## src/hdl/tvl_pkg.sv

```systemverilog
// Shared constants and types for the tiled voxel layout remap block.
`default_nettype none

package tvl_pkg;

  // Default largest volume extent per axis.
  localparam int MAX_DIM_DEF = 1024;

  // Fixed field widths.
  localparam int SIZE_W = 11;
  localparam int WORD_W = 32;
  localparam int DEST_W = 30;
  localparam int CFG_IDX_W = 2;

  // Tile edge is fixed at 8 voxels.
  localparam int TILE_LOG = 3;
  localparam int INTRA_W = 3 * TILE_LOG;
  // Tile id bits that survive the 30-bit mask after scaling by 512.
  localparam int TID_W = DEST_W - INTRA_W;
  // Tile count per axis: ceil(2047 / 8) = 256 needs 9 bits.
  localparam int NT_W = SIZE_W + 1 - TILE_LOG;

  // Register indexes.
  localparam logic [CFG_IDX_W-1:0] REG_SIZE_X = 2'd0;
  localparam logic [CFG_IDX_W-1:0] REG_SIZE_Y = 2'd1;
  localparam logic [CFG_IDX_W-1:0] REG_SIZE_Z = 2'd2;

  localparam logic [SIZE_W-1:0] SIZE_RST = 11'd8;

  typedef enum logic [3:0] {
    ST_IDLE = 4'b0001,
    ST_MUL1 = 4'b0010,
    ST_MUL2 = 4'b0100,
    ST_DONE = 4'b1000
  } tvl_state_t;

endpackage

`default_nettype wire

```

## src/hdl/tiled_voxel_layout_remap_core.sv

```systemverilog
// Tiled voxel layout remap: linear voxel stream to 8x8x8 tiled destination index.
//
// Usage: set size_x/size_y/size_z through the cfg write port while idle, then
// stream voxel words on in_* (x fastest, then y, then z). Each word comes back
// on out_* with its index in the tiled array (tiles row-major, voxels inside a
// tile row-major); out_volume_end marks the last voxel, after which the
// coordinates wrap to zero. Sizes of 0 count as 1, sizes above MAX_DIM as
// MAX_DIM.
// The tile id goes through two passes of one shared multiply-add unit
// ((tz*nty + ty)*ntx + tx), and in_stall is high from the accepting edge until the
// result is moved to the output register: no new word is taken before then.
// A finished result waits in the output register while out_stall is high; the
// next word is accepted and worked on meanwhile, and holds in its last step
// until the output register frees up.
// Reset: synchronous, active low; sizes return to 8, coordinates to zero, no
// word is in flight and out_valid is low.
`default_nettype none

module tiled_voxel_layout_remap_core #(
  parameter int MAX_DIM = tvl_pkg::MAX_DIM_DEF
) (
  input  wire logic                           clk,
  input  wire logic                           rst_n,
  // configuration
  input  wire logic                           cfg_we,
  input  wire logic [tvl_pkg::CFG_IDX_W-1:0]  cfg_index,
  input  wire logic [tvl_pkg::SIZE_W-1:0]     cfg_data,
  // input channel
  input  wire logic                           in_valid,
  output logic                                in_stall,
  input  wire logic [tvl_pkg::WORD_W-1:0]     in_voxel_word,
  // result channel
  output logic                                out_valid,
  input  wire logic                           out_stall,
  output logic      [tvl_pkg::DEST_W-1:0]     out_dest_index,
  output logic      [tvl_pkg::WORD_W-1:0]     out_voxel_out,
  output logic                                out_volume_end
);

  localparam int POS_W = $clog2(MAX_DIM);
  localparam int TC_W  = (POS_W > tvl_pkg::TILE_LOG) ? POS_W - tvl_pkg::TILE_LOG : 1;
  localparam int CW    = ((POS_W + 1 > tvl_pkg::SIZE_W) ? POS_W + 1 : tvl_pkg::SIZE_W) + 1;
  localparam int TL    = tvl_pkg::TILE_LOG;
  localparam int TID_W = tvl_pkg::TID_W;
  localparam int NT_W  = tvl_pkg::NT_W;

  // config registers
  logic [tvl_pkg::SIZE_W-1:0] size_x_r, size_y_r, size_z_r;

  always_ff @(posedge clk) begin
    if (!rst_n) begin
      size_x_r <= tvl_pkg::SIZE_RST;
      size_y_r <= tvl_pkg::SIZE_RST;
      size_z_r <= tvl_pkg::SIZE_RST;
    end else if (cfg_we) begin
      case (cfg_index)
        tvl_pkg::REG_SIZE_X: size_x_r <= cfg_data;
        tvl_pkg::REG_SIZE_Y: size_y_r <= cfg_data;
        tvl_pkg::REG_SIZE_Z: size_z_r <= cfg_data;
        default: ;
      endcase
    end
  end

  function automatic logic [CW-1:0] clamp_size(input logic [tvl_pkg::SIZE_W-1:0] s);
    logic [CW-1:0] se;
    se = CW'(s);
    if (se == '0) begin
      return CW'(1);
    end else if (se > CW'(MAX_DIM)) begin
      return CW'(MAX_DIM);
    end
    return se;
  endfunction

  logic [CW-1:0]   sx_c, sy_c, sz_c;
  logic [CW-1:0]   tx_sum, ty_sum;
  logic [NT_W-1:0] ntx_c, nty_c;

  assign sx_c   = clamp_size(size_x_r);
  assign sy_c   = clamp_size(size_y_r);
  assign sz_c   = clamp_size(size_z_r);
  assign tx_sum = sx_c + CW'(7);
  assign ty_sum = sy_c + CW'(7);
  assign ntx_c  = NT_W'(tx_sum >> TL);
  assign nty_c  = NT_W'(ty_sum >> TL);

  // sequencer
  tvl_pkg::tvl_state_t state_r, state_nxt;
  logic in_acc, out_free;

  assign in_stall = (state_r != tvl_pkg::ST_IDLE);
  assign in_acc   = in_valid && !in_stall;
  assign out_free = !out_valid || !out_stall;

  always_comb begin
    state_nxt = state_r;
    case (state_r)
      tvl_pkg::ST_IDLE: if (in_acc) state_nxt = tvl_pkg::ST_MUL1;
      tvl_pkg::ST_MUL1: state_nxt = tvl_pkg::ST_MUL2;
      tvl_pkg::ST_MUL2: state_nxt = tvl_pkg::ST_DONE;
      tvl_pkg::ST_DONE: if (out_free) state_nxt = tvl_pkg::ST_IDLE;
      default:          state_nxt = tvl_pkg::ST_IDLE;
    endcase
  end

  always_ff @(posedge clk) begin
    if (!rst_n) begin
      state_r <= tvl_pkg::ST_IDLE;
    end else begin
      state_r <= state_nxt;
    end
  end

  // coordinate counters
  logic [POS_W-1:0] pos_x_r, pos_y_r, pos_z_r;
  logic [POS_W-1:0] pos_x_nxt, pos_y_nxt, pos_z_nxt;
  logic [CW-1:0]    x1, y1, z1;
  logic             last_x, last_y, last_z;

  assign x1     = CW'(pos_x_r) + CW'(1);
  assign y1     = CW'(pos_y_r) + CW'(1);
  assign z1     = CW'(pos_z_r) + CW'(1);
  assign last_x = (x1 >= sx_c);
  assign last_y = (y1 >= sy_c);
  assign last_z = (z1 >= sz_c);

  always_comb begin
    pos_x_nxt = pos_x_r;
    pos_y_nxt = pos_y_r;
    pos_z_nxt = pos_z_r;
    if (!last_x) begin
      pos_x_nxt = pos_x_r + POS_W'(1);
    end else begin
      pos_x_nxt = '0;
      if (!last_y) begin
        pos_y_nxt = pos_y_r + POS_W'(1);
      end else begin
        pos_y_nxt = '0;
        pos_z_nxt = last_z ? '0 : pos_z_r + POS_W'(1);
      end
    end
  end

  always_ff @(posedge clk) begin
    if (!rst_n) begin
      pos_x_r <= '0;
      pos_y_r <= '0;
      pos_z_r <= '0;
    end else if (in_acc) begin
      pos_x_r <= pos_x_nxt;
      pos_y_r <= pos_y_nxt;
      pos_z_r <= pos_z_nxt;
    end
  end

  // item capture
  logic [tvl_pkg::WORD_W-1:0]  word_r;
  logic                        end_r;
  logic [tvl_pkg::INTRA_W-1:0] intra_r;
  logic [TC_W-1:0]             tx_r, ty_r, tz_r;

  always_ff @(posedge clk) begin
    if (in_acc) begin
      word_r  <= in_voxel_word;
      end_r   <= last_x && last_y && last_z;
      intra_r <= {pos_z_r[TL-1:0], pos_y_r[TL-1:0], pos_x_r[TL-1:0]};
      tx_r    <= TC_W'(pos_x_r >> TL);
      ty_r    <= TC_W'(pos_y_r >> TL);
      tz_r    <= TC_W'(pos_z_r >> TL);
    end
  end

  // shared multiply-add: pass 1 tz*nty+ty, pass 2 acc*ntx+tx
  logic [TID_W-1:0] mac_a, mac_c, mac_acc;
  logic [NT_W-1:0]  mac_b;
  logic             mac_en, pass1;

  assign pass1  = (state_r == tvl_pkg::ST_MUL1);
  assign mac_en = pass1 || (state_r == tvl_pkg::ST_MUL2);
  assign mac_a  = pass1 ? TID_W'(tz_r) : mac_acc;
  assign mac_b  = pass1 ? nty_c : ntx_c;
  assign mac_c  = pass1 ? TID_W'(ty_r) : TID_W'(tx_r);

  tvl_mac #(
    .A_W (TID_W),
    .B_W (NT_W)
  ) u_mac (
    .clk (clk),
    .en  (mac_en),
    .a   (mac_a),
    .b   (mac_b),
    .c   (mac_c),
    .acc (mac_acc)
  );

  // output register
  logic                        out_valid_r, out_valid_nxt;
  logic                        load_out;
  logic [tvl_pkg::DEST_W-1:0]  out_dest_r;
  logic [tvl_pkg::WORD_W-1:0]  out_word_r;
  logic                        out_end_r;

  assign load_out = (state_r == tvl_pkg::ST_DONE) && out_free;

  always_comb begin
    out_valid_nxt = out_valid_r;
    if (load_out) begin
      out_valid_nxt = 1'b1;
    end else if (!out_stall) begin
      out_valid_nxt = 1'b0;
    end
  end

  always_ff @(posedge clk) begin
    if (!rst_n) begin
      out_valid_r <= 1'b0;
    end else begin
      out_valid_r <= out_valid_nxt;
    end
  end

  always_ff @(posedge clk) begin
    if (load_out) begin
      out_dest_r <= {mac_acc, intra_r};
      out_word_r <= word_r;
      out_end_r  <= end_r;
    end
  end

  assign out_valid      = out_valid_r;
  assign out_dest_index = out_dest_r;
  assign out_voxel_out  = out_word_r;
  assign out_volume_end = out_end_r;

  // checks
  a_state_onehot: assert property (@(posedge clk) disable iff (!rst_n)
    $onehot(state_r))
    else $error("sequencer state not one-hot");

  a_accept_starts: assert property (@(posedge clk) disable iff (!rst_n)
    in_acc |=> (state_r == tvl_pkg::ST_MUL1))
    else $error("accepted word did not start the multiply passes");

  a_x_steps: assert property (@(posedge clk) disable iff (!rst_n)
    in_acc |=> (pos_x_r == '0) || (pos_x_r == $past(pos_x_r) + POS_W'(1)))
    else $error("x coordinate neither stepped nor wrapped");

  a_load_only_done: assert property (@(posedge clk) disable iff (!rst_n)
    (out_valid && !$past(out_valid) && $past(rst_n)) |-> $past(state_r == tvl_pkg::ST_DONE))
    else $error("output word appeared without a finished item");

endmodule

`default_nettype wire

```

## src/hdl/tvl_mac.sv

```systemverilog
// Shared multiply-add unit with its accumulator register.
`default_nettype none

module tvl_mac #(
  parameter int A_W = tvl_pkg::TID_W,
  parameter int B_W = tvl_pkg::NT_W
) (
  input  wire logic           clk,
  input  wire logic           en,
  input  wire logic [A_W-1:0] a,
  input  wire logic [B_W-1:0] b,
  input  wire logic [A_W-1:0] c,
  output logic      [A_W-1:0] acc
);

  logic [A_W+B_W-1:0] prod;
  logic [A_W-1:0]     acc_r;
  logic [A_W-1:0]     acc_nxt;

  assign prod    = a * b;
  // Result is wanted modulo 2^A_W only.
  assign acc_nxt = prod[A_W-1:0] + c;
  assign acc     = acc_r;

  always_ff @(posedge clk) begin
    if (en) begin
      acc_r <= acc_nxt;
    end
  end

endmodule

`default_nettype wire

```

## config.mk

```make
export PLATFORM = sky130hd
export DESIGN_NAME = tiled_voxel_layout_remap_core
export DESIGN_NICKNAME = d
export VERILOG_FILES = /design/src/hdl/tvl_pkg.sv /design/src/hdl/tiled_voxel_layout_remap_core.sv /design/src/hdl/tvl_mac.sv
export SDC_FILE = /design/constraint.sdc
export NUM_CORES = 1
export LEC_CHECK = 0
export ABC_AREA = 0
export ABC_CLOCK_PERIOD_IN_PS = 6750
export BUFFER_PORTS_ARGS = -buffer_cell sky130_fd_sc_hd__clkbuf_2
export CAP_MARGIN = 5
export CORE_ASPECT_RATIO = 1.1
export CORE_MARGIN = 1.5
export CORE_UTILIZATION = 55
export CTS_CLUSTER_SIZE = 12
export DETAILED_ROUTE_END_ITERATION = 16
export PLACE_DENSITY = 0.77
export SLEW_MARGIN = 15
export SYNTH_ARGS = -nofsm -noshare
export SYNTH_HDL_FRONTEND = slang
export SYNTH_SLANG_ARGS = --single-unit
```

## constraint.sdc

```tcl
create_clock -name clk -period 6.75 [get_ports clk]
set_clock_uncertainty 0.05 [all_clocks]
set_input_delay 0.3375 -clock clk [delete_from_list [all_inputs] [get_ports clk]]
set_output_delay 0.3375 -clock clk [all_outputs]
set_load 0.005 [all_outputs]
```

---- After elaboration in Yosys (flattened, before gate mapping) ----
Cells that the tools add are included.
word-level totals
  register bits after elaboration ......... 215
  bits of input ports ..................... 50
  output and inout bits ................... 65
  logic and storage cells ................. 89
cells by class
  add/subtract/negate cells ............... 9
  multiply operators ...................... 1
  order comparisons ....................... 6
  equal/unequal tests ..................... 10
  muxes and demuxes ....................... 26
  reduce and logical (&&, ||, !) cells .... 19
operator list
  cell                     count
  $mux W12                 9
  $ge A11 B12 Y1           3
  $add A10 B1 Y11 const B  3
  $gt A11 B11 Y1 const B   3
  $logic_not A11 Y1        3
  $add A10 B1 Y10 const B  3
  $mux W10                 3
  $add A12 B3 Y12 const B  2
  $add A21 B7 Y21          1
  $mul A21 B9 Y21          1
  $mux W21                 1
  $pmux W4 S4              1
  $reduce_and A2 Y1        5
  $mux W9                  1
  $mux W1                  8
  $mux W4                  2
  $mux W7                  1
  $eq A4 B1 Y1 const B     1
  $eq A4 B2 Y1 const B     1
  $eq A4 B3 Y1 const B     1
  $eq A4 B4 Y1 const B     1
  $logic_and A1 B1 Y1      4
  $ne A2 B2 Y1 const B     2
  $ne A4 B1 Y1 const B     1
  7 further kinds          10

---- Logic depth before layout (Yosys ltp) ----
Gate-level depths: netlist of run 1.
  depth after elaboration ................. 8
  depth in mapped cells ................... 27
  mapped depth without buffers ............ 25

---- Modules after synthesis ----
A second synthesis of run 1 with hierarchy kept.
second synthesis, totals
  cell total of the unflattened synthesis .. 1300
  area, all modules ....................... 13920.9 µm²
by module, submodules not included
  module                         times used  cells each  area each (µm²)  sequential area each (µm²)
  tiled_voxel_layout_remap_core  1           712         8404.3           5144.9
  tvl_mac                        1           588         5516.5           630.6

---- Worst setup path after synthesis of run 1 ----
No wires, ideal clock.
  kind .................................... reg-to-reg
  start point ............................. register state_r[2]
  end point ............................... register u_mac.acc_r[20], in the netlist u_mac.acc[20], data pin
  setup time .............................. 0.268 ns
  arrival ................................. 6.865 ns
  required time ........................... 6.432 ns
  slack ................................... -0.433 ns
  cell stages (with the launch flop) ...... 28
  path buffers ............................ 4
  period minus slack after synthesis ...... 7.183 ns
  cell sequence ........................... dfxtp_1 > buf_2 > or4b_1 > buf_4 > nor4_4 > a21oi_2 > or3_1 > buf_2 > xnor2_1 > clkbuf_1 > nor2_1 > fa_1 > fa_1 > fa_1 > inv_1 > fa_1 > inv_1 > ha_1 > ha_1 > a21oi_1 > o21ai_0 > a21oi_1 > o21ai_1 > o311a_1 > o21a_1 > o21ai_0 > a21oi_1 > xnor3_1
between the ends
  cells in the longest elaborated chain, start to end .. 4
  elaborated cells on any way between the ends .. 6
  those cells by class .................... 1 x add/sub; 1 x mul; 1 x eq/ne; 3 x mux
ends and longest elaborated chain
  element                              RTL line                                                                    RTL
  from (decl)                          tiled_voxel_layout_remap_core.sv:89                                         tvl_pkg::tvl_state_t state_r, state_nxt;
  from (signal assigned)               tiled_voxel_layout_remap_core.sv:109                                        state_r <= tvl_pkg::ST_IDLE;
  from (signal assigned)               tiled_voxel_layout_remap_core.sv:111                                        state_r <= state_nxt;
  $eq A4 B2 Y1 (*)                     tiled_voxel_layout_remap_core.sv:179                                        assign pass1 = (state_r == tvl_pkg::ST_MUL1);
  $mux W21 or $mux W9 (tied branches)  tiled_voxel_layout_remap_core.sv:181, tiled_voxel_layout_remap_core.sv:182
  $mul A21 B9 Y21                      tvl_mac.sv:20                                                               assign prod = a * b;
  $add A21 B7 Y21 (*)                  tvl_mac.sv:22                                                               assign acc_nxt = prod[A_W-1:0] + c;
  named net u_mac.acc_nxt[20]          tvl_mac.sv:18                                                               logic [A_W-1:0] acc_nxt;
  to (signal assigned)                 tvl_mac.sv:27                                                               acc_r <= acc_nxt;
  to (decl)                            tvl_mac.sv:17                                                               logic [A_W-1:0] acc_r;
Mark *: on every way through the listed nets, which the timed path passes. The rest lies on a longest branch.
A chain may end at the register's enable or synchronous reset.

---- Worst setup path in the final report of run 1 ----
Same ends and word-level chain as after synthesis.

==> impl_summary.log, run 1 <==
INFO  metric share_of_the_yosys_chip_area_belonging_to_registers = between 40% and 50%
INFO  metric worst-endpoint-required = approximately 7.0 ns
INFO  metric final.period_utilization = a little over nine tenths
INFO  metric worst_skew_pair.late_latency = about 0.52 ns
INFO  metric worst_hold_path_type = in2reg
INFO  metric yosysMostFrequentCell = sky130_fd_sc_hd__edfxtp_1
INFO  metric hold_violations = 0
INFO  metric num_vias = between 9000 and 10000
INFO  metric post_layout_nonfiller_instances = 1795
INFO  metric worstSetupStartpointType = flip-flop
INFO  metric clock_tree.root_cell = sky130_fd_sc_hd__clkbuf_16
INFO  metric maxSlewViolCount = 0
INFO  metric highest_utilization_routing_layer_at_the_global_route_stage = met2
INFO  metric timing.critical_path.slowest_stage_cell = sky130_fd_sc_hd__or4b_4
INFO  metric cts_sinks = 215
INFO  metric design.core.area = approximately 24000 um2
INFO  metric final_core_util = approximately two thirds
INFO  metric core.rowCount = 60
INFO  metric power_per_cell_area = roughly 260 nW/um2
INFO  metric die_h = 168 um
INFO  metric synth.top_cell.area_share = between 30% and 40%
INFO  metric grt_util_met3 = roughly 3.6%
INFO  metric final.min_clock_period = ~6.7 ns
INFO  metric slowest_delay = roughly 0.57 ns
INFO  metric floorplan.io_pins = between 100 and 150
INFO  metric ys_seq_elements = around 220
INFO  metric worst_setup_hold_path_clk_slew = approximately 0.06 ns
INFO  metric asyncSetResetFlopFracSynth = 0%
INFO  metric post_route_cells_drive_above_1_share = 20.5%
INFO  metric cts-buffers-inserted = 24
INFO  metric initialDrtViolationCount = a little over 800
INFO  metric drc = 0
INFO  metric grt_setup_unrepaired = true
INFO  metric route.final.wire_length = roughly 32 mm
INFO  metric area_delta_synth_final = 21.7%
INFO  metric drt_pass1_iterations = 5
INFO  metric ys_types = 67
INFO  metric finalSetupViolCount = 0
INFO  metric vdd.ir_drop.worst = 0.168 mV
INFO  metric status = finished clean
INFO  metric worstPathMaxFanout = 5
INFO  metric n_antenna_cell = 0
INFO  metric clkPwrFrac = 29.7%
INFO  metric power.internal = ~3.0 mW
INFO  metric yosysWarningCount = 0
INFO  metric register_share_of_total_power = 36.1%
INFO  metric grt_util_met2 = around 43%
INFO  metric filler_cell_count = about 1700
INFO  metric gpl.final_weighted_congestion = about 0.92
INFO  metric grt_antenna_before_repair = 0
INFO  metric cts.path.max_buffers = 3
INFO  metric vias_per_inst = between 5 and 6
INFO  metric p_comb_share = approximately a third
INFO  metric post_synth_inst_count = approximately 1200
INFO  metric maxCapViolCount = 0
INFO  metric critPathCaptureType = flip-flop
INFO  metric syn_area = 13600 um2
INFO  metric synth-main-ff-cell = sky130_fd_sc_hd__edfxtp_1
INFO  metric grt_overflow = 0
INFO  metric die_area = 25600 um2
INFO  metric worst_slew_margin_rel = roughly 28%
INFO  metric count_of_input_and_output_buffers = ~110
INFO  metric h-tree-depth = 1
INFO  metric routed_wire_length_per_instance = about 18 um
INFO  metric yosys-top-cells-area = sky130_fd_sc_hd__edfxtp_1, sky130_fd_sc_hd__fa_1, sky130_fd_sc_hd__dfxtp_1
INFO  metric final_nets = ~1700
INFO  metric syn_area_per_cell = 10.9 um2
INFO  metric synth_enable_flop_cells = roughly 150
INFO  metric die_w = about 150 um
INFO  metric groute.usage.overall = 24.2%
INFO  metric vias_in_the_first_global_route = between 10000 and 15000
INFO  metric setup_cp_type = reg2reg
INFO  metric p_leak = 7.24 nW
INFO  metric maximum_number_of_pins_on_one_net_before_global_route_repair = 73
INFO  metric grt_pass1_wl = between 40 and 50 mm
INFO  metric ant_nets = 0
INFO  metric tightestPinTransition = 1.07 ns
INFO  metric synthTopCellsByCount = sky130_fd_sc_hd__edfxtp_1, sky130_fd_sc_hd__nand2_1, sky130_fd_sc_hd__inv_1
INFO  metric sw_frac_of_total = 31.0%
INFO  metric placedCellCount = 1705
INFO  metric clock.fmax = 0.150 GHz
INFO  metric floorplan.initialDensity = roughly 56%
INFO  metric yosys.area.top_type = sky130_fd_sc_hd__edfxtp_1
INFO  metric globalRouteMet1Util = 29.3%
INFO  metric switchingPower = 1.34 mW
INFO  metric place.detailed.hpwl = about 23 mm
INFO  metric clock_tree_from_tritoncts = built
INFO  metric cp.arrival = around 6.9 ns
## layer usage
metal,vias up,wire length (um)
met5,-,0
li1,4669,-
met4,0,1360
met1,4847,12400
met2,356,16300
met3,103,1770
## final timing paths
kind | from | end | depth (start not counted) | slack (ns)
max | state_r[2] | u_mac.acc[20] | 27 | 0.08
min | in_valid | state_r[1] | 2 | 0.03
max reg2reg | state_r[2] | u_mac.acc[20] | 27 | 0.08
min reg2reg | word_r[7] | out_voxel_out[7] | 0 | 0.36
## repair_timing
item,4_1_cts,5_1_grt
cloned,0,0
endpoints found under the hold margin,32,0
pin swaps,1,42
resized for setup,6,60
hold buffers,32,0
endpoints found under the setup margin,4,5
setup buffers,0,14
## flip-flops by register name (all words and copies together), names as in the netlist, 9 cells and up
| register | count |
|---|---|
| size_z_r | 11 |
| out_dest_index | 30 |
| pos_x_r | 10 |
| u_mac.acc | 21 |
| pos_z_r | 10 |
| pos_y_r | 10 |
| word_r | 32 |
| out_voxel_out | 32 |
| size_y_r | 11 |
| size_x_r | 11 |
| intra_r | 9 |
## through the flow
stage	TNS (ns)	setup slack (ns)	power (mW)	cell area [um2]	hold slack, ns
after floorplan	0	0.0335	2.50	13700	0.350
after global placement	-0.244	-0.0989	2.81	15000	0.350
after detailed placement	-0.683	-0.211	2.85	15000	0.355
after CTS	0	0.0114	4.15	16100	0.0182
after global routing	-0.380	-0.132	4.53	16500	0.0496
final	0	0.0829	4.31	16500	0.0307
## worst max-delay path, delay by kind of cell, from the launching register on
family                   cells  cell delay, ns
buffers and inverters        5            0.55
adder cells (fa/ha/maj)      6            2.41
AO/OA/AOI/OAI               10            1.66
AND/OR/NAND/NOR              5            1.21
XOR/XNOR                     1            0.19
flip-flops                   1            0.32
## power by group through the flow
| stage | Combinational, mW | Sequential (mW) | Clock [mW] |
|---|---|---|---|
| final | 1.47 | 1.56 | 1.28 |
| after global routing | 1.63 | 1.56 | 1.34 |
| after CTS | 1.30 | 1.55 | 1.30 |
| after detailed placement | 1.27 | 1.58 | 0 |
| after global placement | 1.23 | 1.58 | 0 |
| after floorplan | 0.931 | 1.57 | 0 |
## cells in the final DEF (no fill, tap or decap), types with 19 or more instances in the layout
cell                              n
sky130_fd_sc_hd__buf_4           75
sky130_fd_sc_hd__clkbuf_2       114
sky130_fd_sc_hd__fa_1           103
sky130_fd_sc_hd__xor2_1          21
sky130_fd_sc_hd__nor2b_1         43
sky130_fd_sc_hd__xnor2_1         30
sky130_fd_sc_hd__nor2_1          96
sky130_fd_sc_hd__nand3_1         45
sky130_fd_sc_hd__dfxtp_1         67
sky130_fd_sc_hd__edfxtp_1       147
sky130_fd_sc_hd__and3_1          20
sky130_fd_sc_hd__inv_1          111
sky130_fd_sc_hd__ha_1            73
sky130_fd_sc_hd__dlygate4sd3_1   32
sky130_fd_sc_hd__clkbuf_16       26
sky130_fd_sc_hd__a21oi_1         27
sky130_fd_sc_hd__o21ai_0         26
sky130_fd_sc_hd__nand3b_1        19
sky130_fd_sc_hd__nand2_1        136
sky130_fd_sc_hd__mux2i_1         37
## final cells by class
cell class                      instances  area [um2]  share of cell area (%)
Multi-Input combinational cell        885        7640                    46.2
Clock buffer                           39         739                    4.48
Tap cell                              310         388                    2.35
Inverter                              116         435                    2.64
Timing Repair Buffer                  225        1500                    9.07
Sequential cell                       215        5780                    35.0
Clock inverter                          5        42.5                   0.257
## cells by family (layout without fill, tap and decap cells)
logic type | Yosys count | count (layout) | share of synthesized area, %
flops | 215 | 215 | 42.5
compound gates | 144 | 144 | 6.98
simple gates | 444 | 444 | 16.1
mux | 37 | 37 | 2.73
fa+ha+maj | 190 | 190 | 23.3
other cells | 2 | 12 | 0.0553
buf+inv | 155 | 385 | 4.34
xor+xnor | 58 | 58 | 3.94
Power figures use the tool's default switching activity.
==> inputs of run 2 (changes only) <==
--- a/config.mk
+++ b/config.mk
@@ -14,6 +14,8 @@
 export CORE_UTILIZATION = 55
 export CTS_CLUSTER_SIZE = 12
 export DETAILED_ROUTE_END_ITERATION = 16
+export GPL_TIMING_DRIVEN = 0
+export MAX_ROUTING_LAYER = met4
 export PLACE_DENSITY = 0.77
 export SLEW_MARGIN = 15
 export SYNTH_ARGS = -nofsm -noshare
==> constraint.sdc (replaced) <==
create_clock -name clk -period 6.75 [get_ports clk]
set_clock_uncertainty 0.05 [all_clocks]
set_input_delay 1.0125 -clock clk [delete_from_list [all_inputs] [get_ports clk]]
set_output_delay 1.0125 -clock clk [all_outputs]
set_load 0.005 [all_outputs]
==> impl_summary.log, run 2 (same netlist as run 1, synthesis figures left out) <==
INFO  metric worst_skew_pair.late_latency = 0.52 ns (about the same)
INFO  metric grt_setup_unrepaired = true (unchanged)
INFO  metric placedCellCount = 1683 (was 1705)
INFO  metric hold_violations = 0 (unchanged)
INFO  metric timing.critical_path.slowest_stage_cell = sky130_fd_sc_hd__or4b_4 (unchanged)
INFO  metric cts-hold-fix-buffers = 0 (was 32)
INFO  metric whs_path_depth = 0 (was 2)
INFO  metric initialDrtViolationCount = 826 (was 816)
INFO  metric post_route_cells_drive_above_1_share = 19.5% (was 20.5%)
INFO  metric worstSetupStartpointType = flip-flop (unchanged)
INFO  metric route.final.wire_length = 31.1 mm (was 31.9 mm)
INFO  metric cts-buffers-inserted = 23 (was 24)
INFO  metric multi_input_comb_area = 7710 um2 (was 7640 um2)
INFO  metric p_leak = 7.05 nW (was 7.24 nW)
INFO  metric groute.usage.overall = 25.5% (was 24.2%)
INFO  metric vias_per_inst = 5.60 (was 5.56)
INFO  metric clock_tree_from_tritoncts = built (unchanged)
INFO  metric gpl.final_weighted_congestion = 0.916 (was 0.917)
INFO  metric h-tree-depth = 1 (unchanged)
INFO  metric post_layout_nonfiller_instances = 1761 (was 1795)
INFO  metric slowest_delay = 0.60 ns (was 0.57 ns)
INFO  metric n_antenna_cell = 0 (unchanged)
INFO  metric area_delta_synth_final = 19.5% (was 21.7%)
INFO  metric place.detailed.hpwl = 23.3 mm (was 22.8 mm)
INFO  metric die_w = 153 um (unchanged)
INFO  metric die_area = 25600 um2 (unchanged)
INFO  metric regToRegEndpoint = u_mac.acc[18] (was u_mac.acc[20])
INFO  metric power_per_cell_area = 261 nW/um2 (about the same)
INFO  metric timing.rr.start = state_r[2] (unchanged)
INFO  metric clock_tree.root_cell = sky130_fd_sc_hd__clkbuf_16 (unchanged)
INFO  metric vias_in_the_first_global_route = 10100 (about the same)
INFO  metric reg2reg_depth = 25 (was 27)
INFO  metric maximum_number_of_pins_on_one_net_before_global_route_repair = 48 (was 73)
INFO  metric filler_cell_count = 1831 (was 1746)
INFO  metric worst_setup_hold_path_clk_slew = 0.06 ns (about the same)
INFO  metric clock.fmax = 0.149 GHz (was 0.150 GHz)
INFO  metric final.min_clock_period = 6.72 ns (was 6.67 ns)
INFO  metric status = finished clean (unchanged)
INFO  metric timing.reg2reg.setup_slack = 0.03 ns (was 0.08 ns)
INFO  metric cts.path.max_buffers = 3 (unchanged)
INFO  metric sequential_cell_area = 5780 um2 (about the same)
INFO  metric grt_pass1_wl = 51.0 mm (was 49.9 mm)
INFO  metric drt_pass1_iterations = 5 (unchanged)
INFO  metric final_nets = 1674 (was 1707)
INFO  metric critical_path.most_common_cell = sky130_fd_sc_hd__fa_1
INFO  metric hold_path_startpoint = word_r[10] (was in_valid)
INFO  metric drc = 0 (unchanged)
INFO  metric core.rowCount = 60 (unchanged)
INFO  metric mostFrequentLayoutCells = sky130_fd_sc_hd__edfxtp_1, sky130_fd_sc_hd__nand2_1, sky130_fd_sc_hd__clkbuf_2 (unchanged)
INFO  metric worstPathMaxFanout = 7 (was 5)
INFO  metric leading_cell_type_in_the_layout_fill_and_taps_excluded = sky130_fd_sc_hd__edfxtp_1 (unchanged)
INFO  metric worst_slew_margin_rel = 47.0% (was 28.3%)
INFO  metric floorplan.io_pins = 115 (unchanged)
INFO  metric ant_nets = 0 (unchanged)
INFO  metric cts_sinks = 215 (unchanged)
INFO  metric setup_cp_type = reg2reg (unchanged)
INFO  metric kind_of_cell_with_the_highest_combined_delay_on_the_critical_path = adder cells (unchanged)
INFO  metric hold-path-endpoint = out_voxel_out[10] (was state_r[1])
INFO  metric floorplan.initialDensity = 55.8% (unchanged)
INFO  metric vdd.ir_drop.worst = 0.195 mV (was 0.168 mV)
INFO  metric die_h = 168 um (unchanged)
INFO  metric critPathBufInv = 4 (was 5)
INFO  metric critPathCaptureType = flip-flop (unchanged)
INFO  metric finalSetupViolCount = 0 (unchanged)
INFO  metric design.core.area = 24300 um2 (unchanged)
INFO  metric maxSlewViolCount = 0 (unchanged)
INFO  metric cp.arrival = 6.93 ns (was 6.88 ns)
INFO  metric routed_wire_length_per_instance = 17.6 um (was 17.8 um)
INFO  metric grt_overflow = 0 (unchanged)
INFO  metric final_core_util = 66.7% (was 67.9%)
INFO  metric tightestPinTransition = 0.794 ns (was 1.07 ns)
INFO  metric grt_antenna_before_repair = 0 (unchanged)
INFO  metric worst_hold_path_type = reg2reg (was in2reg)
INFO  metric maxCapViolCount = 0 (unchanged)
INFO  metric count_of_input_and_output_buffers = 113 (was 114)
INFO  metric worst-endpoint-required = 6.96 ns (was 6.97 ns)
INFO  metric num_vias = 9869 (was 9975)
INFO  metric final.period_utilization = 99.5% (was 98.8%)
-- run 2: area by class of cell --
cell class / count / share of cell area (%)
clock inverter: 4 / 0.162
timing repair buffer: 158 / 6.02
multi-input combinational: 885 / 47.5
inverter: 116 / 2.71
buffer: 35 / 1.34
clock buffer: 38 / 4.22
tap: 310 / 2.39
sequential: 215 / 35.7
-- run 2: per-stage QoR --
stage / cell area [um2] / worst slack [ns] / power, mW / setup TNS [ns] / hold WS [ns]
2_1_floorplan: 13700 / 0.0335 / 2.50 / 0 / 0.350
3_3_place_gp: 14600 / -1.11 / 2.72 / -6.46 / 0.350
3_5_place_dp: 14700 / -1.23 / 2.78 / -7.68 / 0.355
4_1_cts: 16100 / -0.000279 / 4.19 / -0.000279 / 0.368
5_1_grt: 16200 / -0.181 / 4.47 / -0.754 / 0.369
6_report: 16200 / 0.0347 / 4.23 / 0 / 0.366
-- run 2: repair_timing --
action,in CTS,in global routing
endpoints found under the hold margin,0,0
endpoints found under the setup margin,11,5
resized for setup,86,19
setup buffers,28,12
pin swaps,48,28
-- run 2: worst max-delay path by stage --
stage / from / to / slack [ns] / depth (start not counted)
final: state_r[2] / u_mac.acc[18] / 0.03 / 25
after global routing: state_r[2] / u_mac.acc[18] / -0.18 / 25
after CTS: state_r[3] / u_mac.acc[19] / -0.0003 / 22
after detailed placement: state_r[2] / u_mac.acc[20] / -1.23 / 25
after global placement: state_r[2] / u_mac.acc[19] / -1.11 / 26
after floorplan: state_r[2] / u_mac.acc[20] / 0.03 / 27
-- run 2: power breakdown --
group	internal [mW]	leakage (nW)	switching, mW
Combinational	0.705	4.79	0.780
Sequential	1.52	1.92	0.0380
Clock	0.694	0.347	0.498
-- run 2: routing by layer --
metal / GRT usage (%) / routed length, um / vias to the layer above
li1: - / - / 4608
met1: 30.3 / 12100 / 4787
met2: 43.6 / 15700 / 362
met3: 3.42 / 1860 / 112
met4: 11.5 / 1430 / 0
met5: - / 0 / -
